[config.mk]
export PLATFORM = sky130hd
export DESIGN_NAME = abk_ctrl
export DESIGN_NICKNAME = d
export VERILOG_FILES = /design/src/design/abk_pkg.sv /design/src/design/abk_ctrl.sv
export VERILOG_INCLUDE_DIRS = /design/src /design/src/design
export SDC_FILE = /design/constraint.sdc
export NUM_CORES = 1
export LEC_CHECK = 0
export ABC_AREA = 1
export BUFFER_PORTS_ARGS = -buffer_cell sky130_fd_sc_hd__buf_2
export CORE_MARGIN = 10
export CORE_UTILIZATION = 54
export DETAILED_ROUTE_END_ITERATION = 8
export GPL_TIMING_DRIVEN = 0
export PLACE_DENSITY = 0.83
export SLEW_MARGIN = 20
export SYNTH_ARGS = -nofsm -noshare
export SYNTH_HDL_FRONTEND = slang
export SYNTH_SLANG_ARGS = --single-unit
[constraint.sdc]
create_clock -name clk -period 2 [get_ports clk]
set_input_delay 0.1 -clock clk [delete_from_list [all_inputs] [get_ports clk]]
set_output_delay 0.1 -clock clk [all_outputs]
set_load 0.005 [all_outputs]
[src/design/angle_bias_kalman_filter_unit_assert.svh]
// assertion macros used by the kalman filter sequencer
// no dependencies
`ifndef ANGLE_BIAS_KALMAN_FILTER_UNIT_ASSERT_SVH
`define ANGLE_BIAS_KALMAN_FILTER_UNIT_ASSERT_SVH

// implication checked on every clock, muted during reset
`define ABK_ASSERT_IMPL(label, ante, cons, msg) \
    label: assert property (@(posedge clk) disable iff (!rst_n) (ante) |-> (cons)) \
        else $error(msg);

// next-cycle implication
`define ABK_ASSERT_NEXT(label, ante, cons, msg) \
    label: assert property (@(posedge clk) disable iff (!rst_n) (ante) |=> (cons)) \
        else $error(msg);

`endif

[src/design/abk_pkg.sv]
// shared types, constants and fixed-point helpers of the kalman filter
// no dependencies
package abk_pkg;

    localparam int QW = 32;
    localparam logic signed [31:0] S32_MAX = 32'sh7FFF_FFFF;
    localparam logic signed [31:0] S32_MIN = 32'sh8000_0000;
    localparam logic signed [31:0] Q_ONE   = 32'sd65536;

    // configuration register indexes
    localparam logic [1:0] REG_QA = 2'd0;
    localparam logic [1:0] REG_QB = 2'd1;
    localparam logic [1:0] REG_R  = 2'd2;
    localparam logic [1:0] REG_DT = 2'd3;

    localparam logic [30:0] RST_QA = 31'd66;
    localparam logic [30:0] RST_QB = 31'd197;
    localparam logic [30:0] RST_R  = 31'd32768;
    localparam logic [30:0] RST_DT = 31'd328;

    typedef struct packed {
        logic signed [31:0] measured_angle;
        logic signed [31:0] gyro_rate;
    } in_item_t;

    typedef struct packed {
        logic signed [31:0] angle_estimate;
        logic signed [31:0] bias_estimate;
    } out_item_t;

    // datapath micro-operations
    typedef enum logic [4:0] {
        OP_NOP,
        OP_LOAD,     // latch input sample
        OP_CORR,     // t0 = rate - bias
        OP_M_CORR,   // mul corr*dt
        OP_ANGP,     // angp = angle + prod
        OP_M_P11DT,  // mul cov_bias*dt
        OP_P11DT,    // t1 = prod
        OP_M_CROSS,  // mul (ab+ba)*dt
        OP_ACC1,     // acc = P00 - prod + qa
        OP_M_P11DT2, // mul t1*dt
        OP_P00,      // p00 = sat(acc + prod)
        OP_PRED,     // p01, p10, p11, den, innov
        OP_DIV1,     // k1 = p00 / den
        OP_DIV2,     // k2 = p10 / den
        OP_K2,       // gains settled
        OP_M_K1I,    // mul k1*innov
        OP_ANG,      // angle update
        OP_M_K2I,
        OP_BIAS,
        OP_M_K1P00,
        OP_C00,
        OP_M_K1P01,
        OP_C01,
        OP_M_K2P00,
        OP_C10,
        OP_M_K2P01,
        OP_C11       // cov_bias update, result ready
    } op_t;

    typedef struct packed {
        op_t  op;
    } abk_cmd_t;

    typedef struct packed {
        logic mul_done;
        logic div_done;
        logic den_pos;
    } abk_stat_t;

    function automatic logic signed [31:0] sat32(input logic signed [65:0] v);
        if (v > 66'(S32_MAX))
            return S32_MAX;
        else if (v < 66'(S32_MIN))
            return S32_MIN;
        else
            return v[31:0];
    endfunction

    function automatic logic signed [31:0] qadd(input logic signed [31:0] a,
                                                input logic signed [31:0] b);
        return sat32(66'(a) + 66'(b));
    endfunction

    function automatic logic signed [31:0] qsub(input logic signed [31:0] a,
                                                input logic signed [31:0] b);
        return sat32(66'(a) - 66'(b));
    endfunction

endpackage

[src/design/abk_ctrl.sv]
// sequencer that steps the datapath through predict and update
// depends on abk_pkg and the assertion header
`include "angle_bias_kalman_filter_unit_assert.svh"
module abk_ctrl (
    input  logic               clk,
    input  logic               rst_n,
    input  logic               in_valid,
    output logic               in_stall,
    output logic               out_valid,
    input  logic               out_stall,
    input  abk_pkg::abk_stat_t stat,
    output abk_pkg::abk_cmd_t  cmd,
    output logic               mul_go,
    output logic               div_go,
    output logic               cap_out
);
    import abk_pkg::*;

    typedef enum logic [1:0] {
        S_IDLE,
        S_RUN,
        S_WAIT
    } state_t;

    state_t state_reg;
    op_t    op_reg;
    op_t    op_next;
    logic   ov_reg;
    logic   go_reg;
    logic   wait_mul;
    logic   wait_div;
    logic   next_wait;
    logic   unit_done;
    logic   in_take;

    function automatic logic is_mul(input op_t o);
        return (o == OP_M_CORR) || (o == OP_M_P11DT) ||
               (o == OP_M_CROSS) || (o == OP_M_P11DT2) ||
               (o == OP_M_K1I) || (o == OP_M_K2I) ||
               (o == OP_M_K1P00) || (o == OP_M_K1P01) ||
               (o == OP_M_K2P00) || (o == OP_M_K2P01);
    endfunction

    function automatic logic is_div(input op_t o);
        return (o == OP_DIV1) || (o == OP_DIV2);
    endfunction

    // step waits on its unit before moving on
    assign wait_mul  = is_mul(op_reg);
    assign wait_div  = is_div(op_reg);
    assign op_next   = op_t'(op_reg + 5'd1);
    assign next_wait = is_mul(op_next) || is_div(op_next);
    assign unit_done = (wait_mul && stat.mul_done) ||
                       (wait_div && (stat.div_done || !stat.den_pos));

    // request is latched on the accepting edge
    assign in_stall  = (state_reg != S_IDLE) || (ov_reg && out_stall);
    assign in_take   = in_valid && !in_stall;
    assign out_valid = ov_reg;
    assign cmd.op    = (state_reg == S_IDLE) ? (in_take ? OP_LOAD : OP_NOP) : op_reg;
    assign mul_go    = go_reg && wait_mul;
    assign div_go    = go_reg && wait_div && stat.den_pos;
    assign cap_out   = 1'b0;

    always_ff @(posedge clk or negedge rst_n)
    begin
        if (!rst_n)
        begin
            state_reg <= S_IDLE;
            op_reg    <= OP_NOP;
            ov_reg    <= 1'b0;
            go_reg    <= 1'b0;
        end
        else
        begin
            unique case (state_reg)
                S_IDLE:
                begin
                    go_reg <= 1'b0;
                    if (!out_stall)
                        ov_reg <= 1'b0;
                    if (in_take)
                    begin
                        state_reg <= S_RUN;
                        op_reg    <= OP_CORR;
                    end
                end
                S_RUN:
                begin
                    if (op_reg == OP_C11)
                    begin
                        state_reg <= S_IDLE;
                        op_reg    <= OP_NOP;
                        ov_reg    <= 1'b1;
                        go_reg    <= 1'b0;
                    end
                    else
                    begin
                        op_reg <= op_next;
                        go_reg <= next_wait;
                        if (next_wait)
                            state_reg <= S_WAIT;
                    end
                end
                S_WAIT:
                begin
                    // unit started on the first wait cycle
                    if (unit_done)
                    begin
                        op_reg <= op_next;
                        go_reg <= next_wait;
                        if (!next_wait)
                            state_reg <= S_RUN;
                    end
                    else
                        go_reg <= 1'b0;
                end
                default: state_reg <= S_IDLE;
            endcase
        end
    end

    `ABK_ASSERT_IMPL(a_busy_stalls, state_reg != S_IDLE, in_stall, "input taken while busy")
    `ABK_ASSERT_NEXT(a_done_valid, state_reg == S_RUN && op_reg == OP_C11, out_valid, "result lost")
    `ABK_ASSERT_IMPL(a_go_onehot, 1'b1, !(mul_go && div_go), "both units started")
endmodule

======== Word-level counts from Yosys, hierarchy flattened ========
Index checks and enable logic that the tools add are counted.
storage, ports and cells
  register bits ........................... 9
  input bits .............................. 7
  output and inout port bits .............. 10
  word-level logic and storage cells ...... 96
operators by class
  $add $sub $neg .......................... 1
  equal/unequal tests ..................... 33
  mux-type cells .......................... 18
  reductions and logical operators ........ 40
operators by type and width
  cell                   number
  $eq A5 B5 Y1 const B   11
  $eq A5 B4 Y1 const B   8
  $logic_or A1 B1 Y1     24
  $eq A5 B3 Y1 const B   4
  $mux W5                4
  $pmux W5 S3            1
  $eq A5 B2 Y1 const B   2
  $mux W2                5
  $ne A2 B2 Y1 const B   5
  $logic_and A1 B1 Y1    7
  $pmux W2 S3            1
  $reduce_and A3 Y1      2
  $add A5 B1 Y5 const B  1
  $mux W1                5
  $reduce_and A4 Y1      1
  $reduce_bool A2 Y1     2
  $ne A3 B3 Y1 const B   1
  $pmux W1 S3            1
  $reduce_bool A3 Y1     1
  $eq A2 B1 Y1 const B   1
  $eq A2 B2 Y1 const B   1
  $logic_not A1 Y1       2
  $logic_not A2 Y1       1
  $pmux W1 S2            1

======== Longest topological paths before layout ========
Gate-level depths: netlist (run 1).
  depth in word-level cells ............... 15
  depth in mapped cells ................... 15

======== Least setup slack after synthesis (run 1) ========
Ideal clock, no wire load.
  path kind ............................... reg-to-reg
  start point ............................. register op_reg[0]
  end point ............................... register state_reg[0]
  setup time .............................. 0.117 ns
  arrival ................................. 1.576 ns
  setup slack ............................. 0.307 ns
  cell stages (with the launch flop) ...... 12
  period minus slack after synthesis ...... 1.693 ns
  cell sequence ........................... dfrtp_1 -> ha_1 -> inv_1 -> nor2_1 -> ha_1 -> inv_1 -> o21ai_0 -> nand2_1 -> nand2_2 -> nand2_2 -> nand4_1 -> nand2_1
between the ends
  cells in the longest elaborated chain, start to end .. 14
ends and longest elaborated chain
  what                                                                  RTL line                        text
  from (decl)                                                           abk_ctrl.sv:26                  op_t op_reg;
  from (signal assigned)                                                abk_ctrl.sv:99                  op_reg <= op_next;
  from (signal assigned)                                                abk_ctrl.sv:110                 op_reg <= op_next;
  $add A5 B1 Y5, or another cell as far along                           abk_ctrl.sv:51                  assign op_next = op_t'(op_reg + 5'd1);
  $eq A5 B2 Y1, or another cell as far along                            abk_ctrl.sv:37                  return (o == OP_M_CORR) || (o == OP_M_P11DT) ||
  $logic_or A1 B1 Y1                                                    abk_ctrl.sv:37
  $logic_or A1 B1 Y1, on equally long branches                          abk_ctrl.sv:37, abk_ctrl.sv:38
  $logic_or A1 B1 Y1                                                    abk_ctrl.sv:38                  (o == OP_M_CROSS) || (o == OP_M_P11DT2) ||
  $logic_or A1 B1 Y1, on equally long branches                          abk_ctrl.sv:38, abk_ctrl.sv:39
  $logic_or A1 B1 Y1                                                    abk_ctrl.sv:39                  (o == OP_M_K1I) || (o == OP_M_K2I) ||
  $logic_or A1 B1 Y1, on equally long branches                          abk_ctrl.sv:39, abk_ctrl.sv:40
  $logic_or A1 B1 Y1                                                    abk_ctrl.sv:40                  (o == OP_M_K1P00) || (o == OP_M_K1P01) ||
  $logic_or A1 B1 Y1, on equally long branches                          abk_ctrl.sv:40, abk_ctrl.sv:41
  $logic_or A1 B1 Y1 / $logic_and A1 B1 Y1 (equally long branches)      abk_ctrl.sv:41, abk_ctrl.sv:53
  $logic_or A1 B1 Y1, on equally long branches                          abk_ctrl.sv:52, abk_ctrl.sv:53
  $ne A3 B3 Y1 (no source line) / $ne A2 B2 Y1 (equally long branches)  -
  $reduce_and A4 Y1 (no source line)                                    -
  to (signal assigned)                                                  abk_ctrl.sv:69                  state_reg <= S_IDLE;
  to (signal assigned)                                                  abk_ctrl.sv:84                  state_reg <= S_RUN;
  to (signal assigned)                                                  abk_ctrl.sv:92                  state_reg <= S_IDLE;
  to (decl)                                                             abk_ctrl.sv:25                  state_t state_reg;
Parallel ways exist; a longest one is shown, timed or not.
A chain may end at the register's enable or synchronous reset.

======== Worst setup path after layout (run 1) ========
  start point ............................. register op_reg[1]
  end point ............................... register state_reg[1]
The elaborated chain is that of the path after synthesis.

==> results.tsv, run 1 <==
stage	metric	value	unit
run_status	status	finished clean	
pwr	vdd_ir_drop_max	0.000689	V
cells_and_area	drive_above_1_share	28.8	%
critical_path	reg2regPathDepth	11	
yosys	seq_area_frac_synth	24.1	%
cells_and_area	area_delta_synth_final	17.2	%
grt	grt_pass1_wl	3460	um
critical_path	r2r_slack	120	ps
clock_network	clk_pin_slew	60	ps
critical_path	timing.critical_path.buf_inv	2	
timing	rsz0062_at_grt	no	
critical_path	max_stage_delay	440	ps
routing	wl_per_cell	12.1	um
die	dieArea	3800	sq um
routing	drc_errors	0	
min_path	hold_path_class	in2reg	
timing	worst_slack	116	ps
critical_path	critical_path.top_delay_family	simple AND/OR/NAND/NOR gates	
timing	skew	3.44	ps
placed_design	place_ws	121	ps
placed_design	place.gp.congestion	0.870	
die	core.rowCount	14	
critical_path	r2r_end	state_reg[1]	
grt	first_global_vias	861	
die	die_h	61.6	um
yosys	ys_warn_count	0	
grt	antenna_found_initial	0	
routing	postRouteAntennaNets	0	
critical_path	required	2160	ps
critical_path	endpoint_kind	flop	
pwr	power.leakage	0.000609	uW
critical_path	crit_chain	ha_1, inv_1, nor2_1, ha_1, inv_1, o21ai_0, nand2_1, nand2_2, nand2_2, nand4_1, nand2_1	
grt	grt_max_degree	11	
grt	grt_overflow	0	
min_path	min-delay-start	out_stall	
die	initial_core_util	59.4	%
yosys	postSynthCellCount	140	
critical_path	critPathMaxFanout	6	
cells_and_area	largest_reg_flops	5	
cells_and_area	nets	181	
routing	num_vias	947	
clock_network	cts_sinks	9	
clock_network	cts_inserted_buffers	3	
clock_network	insertion_delay	260	ps
timing	finalCritPeriodShare	94.2	%
clock_network	cts_tree	built	
yosys	avgSynthCellArea	6.68	sq um
grt	met1_usage	14.3	%
yosys	postSynthNetCount	157	
min_path	hold_end	out_valid	
clock_network	h-tree-depth	1	
critical_path	r2r_start	op_reg[1]	
critical_path	arrival	2040	ps
routing	dr.pass1.iters	4	
grt	grt_use_met2	18.6	%
timing	tns	0	ps
cells_and_area	stdcell_area	1100	sq um
timing	fmax	0.531	GHz
yosys	synth_cell_types	26	
routing	via_per_inst	5.29	
min_path	hold_depth	4	
grt	use_met3	3.50	%
critical_path	crit_type	reg2reg	
cells_and_area	antenna_cells	0	
die	die_w	61.6	um
job	cap_violations	0	
clock_network	clock-root-buffer	clkbuf_4	
critical_path	cp-start-kind	flop	
routing	drt-total-wl	2170	um
timing	hold_viol_final	0	
yosys	synth-seq-cells	9	
clock_network	cts_buffer_depth	2	
placed_design	placed_cell_area	1030	sq um
timing	period_minus_slack	1880	ps
yosys	syn_area	936	sq um
die	ios	17	
grt	busiest_layer	met2	
critical_path	slowest_stage	dfrtp_2	
routing	drt-initial-drc-count	48	
placed_design	portBuffers	15	
grt	grt_use_total	11.7	%
timing	drv_slew	0	
placed_design	dp.final_hpwl	1770	um
timing	setup_violations	0	
die	core	1580	sq um
pwr	powerDensity	1240	nW/um^2
[cells in the mapped netlist]
master | instances | share of area [%]
a211oi_1 | 1 | 0.80
a21oi_1 | 4 | 2.1
buf_4 | 1 | 0.80
buf_6 | 1 | 1.2
clkbuf_1 | 1 | 0.40
clkinv_4 | 1 | 0.94
conb_1 | 1 | 0.40
dfrtp_1 | 9 | 24
ha_1 | 10 | 13
inv_1 | 17 | 6.8
inv_2 | 2 | 0.80
inv_4 | 1 | 0.67
nand2_1 | 43 | 17
nand2_2 | 5 | 3.3
nand2_8 | 1 | 2.1
nand3_1 | 6 | 3.2
nand3_2 | 2 | 2.1
nand4_1 | 3 | 2.0
nor2_1 | 19 | 7.6
nor2_2 | 2 | 1.3
nor2_4 | 1 | 1.2
nor3_1 | 1 | 0.53
nor3_2 | 1 | 1.1
o21ai_0 | 1 | 0.53
o21ai_1 | 1 | 0.53
o21ai_2 | 5 | 4.7
[layout make-up]
class	instances	area [sq um]
Buffer	3	22.5
Clock buffer	4	26.3
Fill cell	139	479
Inverter	21	86.3
Multi-Input combinational cell	107	607
Sequential cell	9	228
Tap cell	16	20.0
Timing Repair Buffer	19	108
[cell families (layout without fill, tap and decap cells)]
kind of cell / Yosys count / in the layout / share of synthesized area [%]
and+or+nand+nor: 84 / 84 / 41.8
buffers and inverters: 24 / 47 / 11.6
AOI/OAI and AO/OA: 12 / 12 / 8.69
adders and majority gates: 10 / 10 / 13.4
DFF: 9 / 9 / 24.1
other: 1 / 1 / 0.401
[how the worst max path moves through the flow]
| stage | from | to | slack, ps | cells after the start |
|---|---|---|---|---|
| 2_1_floorplan | op_reg[0] | state_reg[0] | 310 | 11 |
| 3_3_place_gp | op_reg[0] | state_reg[1] | 150 | 11 |
| 3_5_place_dp | op_reg[0] | state_reg[1] | 120 | 11 |
| 4_1_cts | op_reg[0] | state_reg[1] | 110 | 11 |
| 5_1_grt | op_reg[1] | state_reg[0] | 0.1 | 12 |
| 6_report | op_reg[1] | state_reg[1] | 120 | 11 |
[layout by cell type, fill, tap and decap left out, drive strengths merged]
cell / count
clkinv: 1
inv: 20
o21ai: 7
nor2: 22
nand3: 8
ha: 10
clkbuf: 5
conb: 1
nand4: 3
dlygate4sd3: 1
a21oi: 4
nand2: 49
nor3: 2
a211oi: 1
buf: 20
dfrtp: 9
[power breakdown]
part	internal [uW]	total [uW]	leakage, uW	switching (uW)
sequential	242	296	0.000115	53.9
clock	77.1	144	0.0000150	66.9
combinational	336	923	0.000479	587
[routing by layer]
| layer | wire [um] | up-vias |
|---|---|---|
| li1 | - | 474 |
| met1 | 948 | 429 |
| met2 | 1000 | 42 |
| met3 | 207 | 2 |
| met4 | 14 | 0 |
| met5 | 0 | - |
[stage by stage]
step / util, % / power (uW) / hold slack [ps] / instances
floorplan: - / 972 / -196 / 140
finish: 69.6 / 1360 / 177 / 179
global placement: 65.4 / 1130 / -41.0 / 171
detailed placement: 65.4 / 1170 / -37.8 / 171
CTS: 67.7 / 1320 / 170 / 176
global route: 69.6 / 1510 / 221 / 179
[tightest hold or removal path, cell delays in order]
cell and delay [ps]:
buf_2 90, a211oi_1 80, nor2_1 80, a21oi_1 50
[repair_timing]
action / in CTS / in global routing
hold buffers: 1 / 0
gates resized for setup: 0 / 3
hold endpoints to repair: 9 / 0
endpoints found under the setup margin: 0 / 2
buffers inserted: 0 / 3
No activity file was read; power rests on OpenSTA's default activity.
==> run 2, diff against run 1 <==
--- a/config.mk
+++ b/config.mk
@@ -10,6 +10,7 @@
 export BUFFER_PORTS_ARGS = -buffer_cell sky130_fd_sc_hd__buf_2
 export CORE_MARGIN = 10
 export CORE_UTILIZATION = 54
+export CTS_BUF_LIST = sky130_fd_sc_hd__clkbuf_16
 export DETAILED_ROUTE_END_ITERATION = 8
 export GPL_TIMING_DRIVEN = 0
 export PLACE_DENSITY = 0.83
==> run 2 against run 1 <==
Net effect:
- first-iteration DRC count shrank 54%
- sequential share of layout area fell by 0.95 points
- combinational power is 2% higher
- clock skew is 2.4 ps lower
- register-to-register slack about the same
- die area unchanged
- power rose by 17%
- sequential cell count did not move
- utilization grew 3.3 points
- largest power group unchanged
- final cell count is the same
- hold slack better by 34 ps
- critical path depth increased by 1
==> results.tsv, run 2 (same netlist as run 1, synthesis figures left out) <==
stage	metric	value	unit	change
timing	finalCritPeriodShare	93.5	%	was 94.2%
die	die_w	61.6	um	unchanged
routing	drt-total-wl	2200	um	was 2170 um
timing	hold_viol_final	0		unchanged
cells_and_area	fillers	125		was 139
cells_and_area	largest_reg_flops	5		unchanged
grt	grt_pass1_wl	3660	um	was 3460 um
min_path	min-delay-start	out_stall		unchanged
cells_and_area	layout_common_cells	nand2_1 (43), nor2_1 (19), inv_1 (18), buf_2 (15), ha_1 (10)		was nand2_1 (43), nor2_1 (19), inv_1 (17), buf_2 (15), ha_1 (10)
critical_path	cp-start-kind	flop		unchanged
routing	via_per_inst	5.15		was 5.29
pwr	power.leakage	0.000636	uW	was 0.000609 uW
clock_network	clock-root-buffer	clkbuf_16		was clkbuf_4
timing	period_minus_slack	1870	ps	was 1880 ps
die	core	1580	sq um	unchanged
placed_design	place.gp.congestion	0.870		unchanged
job	cap_violations	0		unchanged
clock_network	cts_buffer_depth	2		unchanged
critical_path	crit_start	op_reg[0]		was op_reg[1]
critical_path	r2r_start	op_reg[0]		was op_reg[1]
timing	drv_slew	0		unchanged
critical_path	crit_type	reg2reg		unchanged
routing	drc_errors	0		unchanged
grt	grt_max_degree	11		unchanged
grt	first_global_vias	904		was 861
grt	grt_use_total	12.7	%	was 11.7%
die	die_h	61.6	um	unchanged
die	dieArea	3800	sq um	unchanged
run_status	status	finished clean		unchanged
die	ios	17		unchanged
routing	dr.pass1.iters	4		unchanged
routing	wl_per_cell	12.3	um	was 12.1 um
clock_network	cts_inserted_buffers	3		unchanged
clock_network	insertion_delay	230	ps	was 260 ps
min_path	hold_path_class	in2reg		unchanged
placed_design	dp.final_hpwl	1770	um	unchanged
cells_and_area	area_delta_synth_final	22.9	%	was 17.2%
routing	num_vias	922		was 947
critical_path	endpoint_kind	flop		unchanged
die	core.rowCount	14		unchanged
timing	fmax	0.535	GHz	was 0.531 GHz
grt	antenna_found_initial	0		unchanged
timing	tns	0	ps	unchanged
timing	skew	0.994	ps	was 3.44 ps
clock_network	h-tree-depth	1		unchanged
placed_design	portBuffers	15		unchanged
cells_and_area	antenna_cells	0		unchanged
die	initial_core_util	59.4	%	unchanged
cells_and_area	final_common_cell	nand2_1		unchanged
routing	postRouteAntennaNets	0		unchanged
timing	setup_violations	0		unchanged
cells_and_area	drive_above_1_share	28.8	%	unchanged
pwr	vdd_ir_drop_max	0.000929	V	was 0.000689 V
clock_network	cts_sinks	9		unchanged
critical_path	critPathMaxFanout	6		unchanged
pwr	powerDensity	1380	nW/um^2	was 1240 nW/um^2
grt	grt_overflow	0		unchanged
routing	drt-initial-drc-count	22		was 48
clock_network	clk_pin_slew	40	ps	was 60 ps
cells_and_area	final_util	72.9	%	was 69.6%
critical_path	r2r_slack	130	ps	was 120 ps
clock_network	cts_tree	built		unchanged
critical_path	required	2120	ps	was 2160 ps
critical_path	arrival	1990	ps	was 2040 ps
cells_and_area	nets	181		unchanged
-- run 2: cell count changes in the layout (fill, tap and decap cells not counted) --
cell / previous run / this run
clkbuf_1: 2 / 1
o21ai_1: 1 / 2
o21ai_0: 1 / 0
clkbuf_16: 0 / 3
inv_1: 17 / 18
clkbuf_4: 3 / 0
-- run 2: per-layer routing --
layer	GRT usage, %	up-vias	wire, um
met2	19.8	21	1000
met3	3.29	5	181
met4	8.28	0	42
met1	15.0	422	967
met5	0	-	0
li1	-	474	-
-- run 2: layout make-up --
class	instances	area [sq um]	area share, %
timing repair buffer	19	108	9.36
clock inverter	1	3.75	0.326
inverter	21	86.3	7.51
clock buffer	3	75.1	6.53
sequential	9	228	19.8
buffer	3	22.5	1.96
multi-input combinational	107	607	52.8
tap	16	20.0	1.74
-- run 2: path summary, 6_finish.rpt --
path | cells past startpoint | endpoint
worst max-delay path | 12 | state_reg[1]
worst min-delay path | 4 | out_valid
worst max register to register | 12 | state_reg[1]
worst min register to register | 2 | state_reg[1]
max in group asynchronous | 2 | op_reg[1]
min in group asynchronous | 2 | op_reg[3]
-- run 2: per-stage QoR --
stage | cell area, sq um | std cells | hold slack [ps] | total power, uW | setup slack (ps)
final | 1150 | 179 | 211 | 1590 | 129
after global routing | 1150 | 179 | 271 | 1740 | -3.50
after CTS | 1120 | 176 | 210 | 1540 | 110
after detailed placement | 1030 | 171 | -37.8 | 1170 | 121
after global placement | 1030 | 171 | -41.0 | 1130 | 151
after floorplan | 936 | 140 | -196 | 972 | 307
-- run 2: power breakdown --
group / switching, uW / total, uW / internal (uW)
Sequential: 59.3 / 302 / 243
Combinational: 594 / 940 / 346
Clock: 84.4 / 345 / 261
Total: 737 / 1590 / 850
-- run 2: what timing repair did --
item	in CTS	in global routing
setup buffers	0	3
hold endpoints to repair	9	0
hold buffers	1	0
resized for setup	0	4
setup endpoints to repair	0	3
-- run 2: critical path, stage by stage, from the launching register on --
cell and delay (ps):
dfrtp_2 430, buf_4 150, ha_1 270, nand2_1 120, inv_1 40, nor2_1 150
nor2_1 60, nor2_1 80, nand2_1 90, nand2_2 120, nand2_2 80, nand4_1 100
nand2_1 60
==> run 3, diff against run 2 <==
--- a/config.mk
+++ b/config.mk
@@ -7,12 +7,12 @@
 export NUM_CORES = 1
 export LEC_CHECK = 0
 export ABC_AREA = 1
-export BUFFER_PORTS_ARGS = -buffer_cell sky130_fd_sc_hd__buf_2
+export BUFFER_PORTS_ARGS = -buffer_cell sky130_fd_sc_hd__buf_4
 export CORE_MARGIN = 10
 export CORE_UTILIZATION = 54
 export CTS_BUF_LIST = sky130_fd_sc_hd__clkbuf_16
 export DETAILED_ROUTE_END_ITERATION = 8
-export GPL_TIMING_DRIVEN = 0
+export GPL_TIMING_DRIVEN = 1
 export PLACE_DENSITY = 0.83
 export SLEW_MARGIN = 20
 export SYNTH_ARGS = -nofsm -noshare
==> run 3 against run 2 <==
Net effect:
- combinational power fell by 1%
- sequential share of layout area rose by 0.086 points
- sequential power barely moved
- largest cell class unchanged
- largest power group unchanged
==> results.tsv, run 3 (same netlist as run 1, synthesis figures left out) <==
stage	metric	value	unit	change
timing	finalCritPeriodShare	91.6	%	was 93.5%
timing	fmax	0.546	GHz	was 0.535 GHz
die	die_h	61.6	um	unchanged
timing	hold_viol_final	0		unchanged
clock_network	clock-root-buffer	clkbuf_16		unchanged
die	initial_core_util	59.4	%	unchanged
critical_path	arrival	1960	ps	was 1990 ps
placed_design	placed_cell_area	1050	sq um	was 1030 sq um
routing	drt-initial-drc-count	53		was 22
timing	hold_ws	191	ps	was 211 ps
run_status	status	finished clean		unchanged
cells_and_area	largest_reg_flops	5		unchanged
min_path	hold_path_class	in2reg		unchanged
placed_design	place.gp.congestion	0.931		was 0.870
grt	grt_overflow	0		unchanged
grt	antenna_found_initial	0		unchanged
pwr	powerDensity	1380	nW/um^2	about the same
critical_path	crit_type	reg2reg		unchanged
clock_network	clk_pin_slew	40	ps	about the same
cells_and_area	drive_above_1_share	26.6	%	was 28.8%
die	dieArea	3800	sq um	unchanged
critical_path	critPathMaxFanout	7		was 6
die	die_w	61.6	um	unchanged
pwr	vdd_ir_drop_max	0.000916	V	was 0.000929 V
routing	wl_met1	979	um	was 967 um
critical_path	endpoint_kind	flop		unchanged
timing	skew	4.98	ps	was 0.994 ps
die	core.rowCount	14		unchanged
routing	drt-total-wl	2300	um	was 2200 um
clock_network	cts_sinks	9		unchanged
placed_design	portBuffers	15		unchanged
pwr	power.leakage	0.000620	uW	was 0.000636 uW
timing	setup_violations	0		unchanged
die	ios	17		unchanged
routing	dr.pass1.iters	4		unchanged
clock_network	h-tree-depth	1		unchanged
timing	drv_slew	0		unchanged
timing	tns	0	ps	unchanged
placed_design	place_ws	147	ps	was 121 ps
routing	wl_per_cell	13.2	um	was 12.3 um
routing	wl_met3	224	um	was 181 um
grt	grt_use_total	13.2	%	was 12.7%
grt	grt_max_degree	12		was 11
clock_network	insertion_delay	240	ps	was 230 ps
timing	period_minus_slack	1830	ps	was 1870 ps
critical_path	cp-start-kind	flop		unchanged
routing	via_per_inst	5.36		was 5.15
routing	met2_length	1060	um	was 1000 um
timing	rsz0062_at_grt	no		
cells_and_area	final_util	72.6	%	was 72.9%
cells_and_area	layout_common_cells	nand2_1 (43), nor2_1 (19), inv_1 (18), buf_4 (16), ha_1 (10)		was nand2_1 (43), nor2_1 (19), inv_1 (18), buf_2 (15), ha_1 (10)
routing	drc_errors	0		unchanged
cells_and_area	stdcell_area	1140	sq um	was 1150 sq um
routing	num_vias	933		was 922
cells_and_area	antenna_cells	0		unchanged
die	core	1580	sq um	unchanged
routing	postRouteAntennaNets	0		unchanged
cells_and_area	area_delta_synth_final	22.3	%	was 22.9%
critical_path	required	2130	ps	was 2120 ps
grt	first_global_vias	869		was 904
clock_network	cts_tree	built		unchanged
routing	dr.max_layer_used	met4		unchanged
clock_network	cts_inserted_buffers	3		unchanged
placed_design	dp.final_hpwl	1750	um	was 1770 um
cells_and_area	final_common_cell	nand2_1		unchanged
grt	grt_pass1_wl	3770	um	was 3660 um
timing	worst_slack	167	ps	was 129 ps
cells_and_area	nets	176		was 181
job	cap_violations	0		unchanged
clock_network	cts_buffer_depth	2		unchanged
run 3: repair_timing:
action | 4_1_cts | 5_1_grt
endpoints found under the hold margin | 9 | 0
buffers inserted | 0 | 0
resized for setup | 0 | 3
hold buffers | 1 | 0
setup endpoints to repair | 0 | 3
run 3: through the flow:
stage,power (uW),std cells
3_5_place_dp,1190,169
2_1_floorplan,972,140
4_1_cts,1570,174
6_report,1580,174
3_3_place_gp,1160,169
5_1_grt,1710,174
run 3: final cells by class:
| class | instances | area, sq um |
|---|---|---|
| Clock buffer | 3 | 75.1 |
| Timing Repair Buffer | 17 | 130 |
| Sequential cell | 9 | 228 |
| Multi-Input combinational cell | 107 | 602 |
| Tap cell | 16 | 20.0 |
| Fill cell | 130 | 432 |
| Inverter | 21 | 86.3 |
| Clock inverter | 1 | 3.75 |
run 3: final timing paths:
| check | startpoint | endpoint | slack [ps] | cells past startpoint |
|---|---|---|---|---|
| worst max-delay path | op_reg[0] | state_reg[0] | 170 | 11 |
| worst min-delay path | out_stall | out_valid | 190 | 4 |
| worst max register to register | op_reg[0] | state_reg[0] | 170 | 11 |
| worst min register to register | go_reg | go_reg | 500 | 2 |
| max in group asynchronous | rst_n | op_reg[1] | 1630 | 2 |
| min in group asynchronous | rst_n | go_reg | 220 | 2 |
run 3: per-layer routing:
metal / up-vias / GRT usage, %
li1: 469 / -
met1: 425 / 15.8
met2: 32 / 21.1
met3: 7 / 4.94
met4: 0 / 4.46
met5: - / 0
run 3: critical path: stages (launching register included):
cell	delay [ps]
dfrtp_2	440
ha_1	220
inv_1	70
nor2_1	50
ha_1	280
inv_1	50
o21ai_1	140
nand2_1	90
nand2_2	110
nand2_2	80
nand4_1	120
nand2_1	60
run 3: power breakdown:
| group | switching (uW) | internal, uW |
|---|---|---|
| registers | 60.8 | 243 |
| logic | 594 | 333 |
| clock network | 92.5 | 262 |
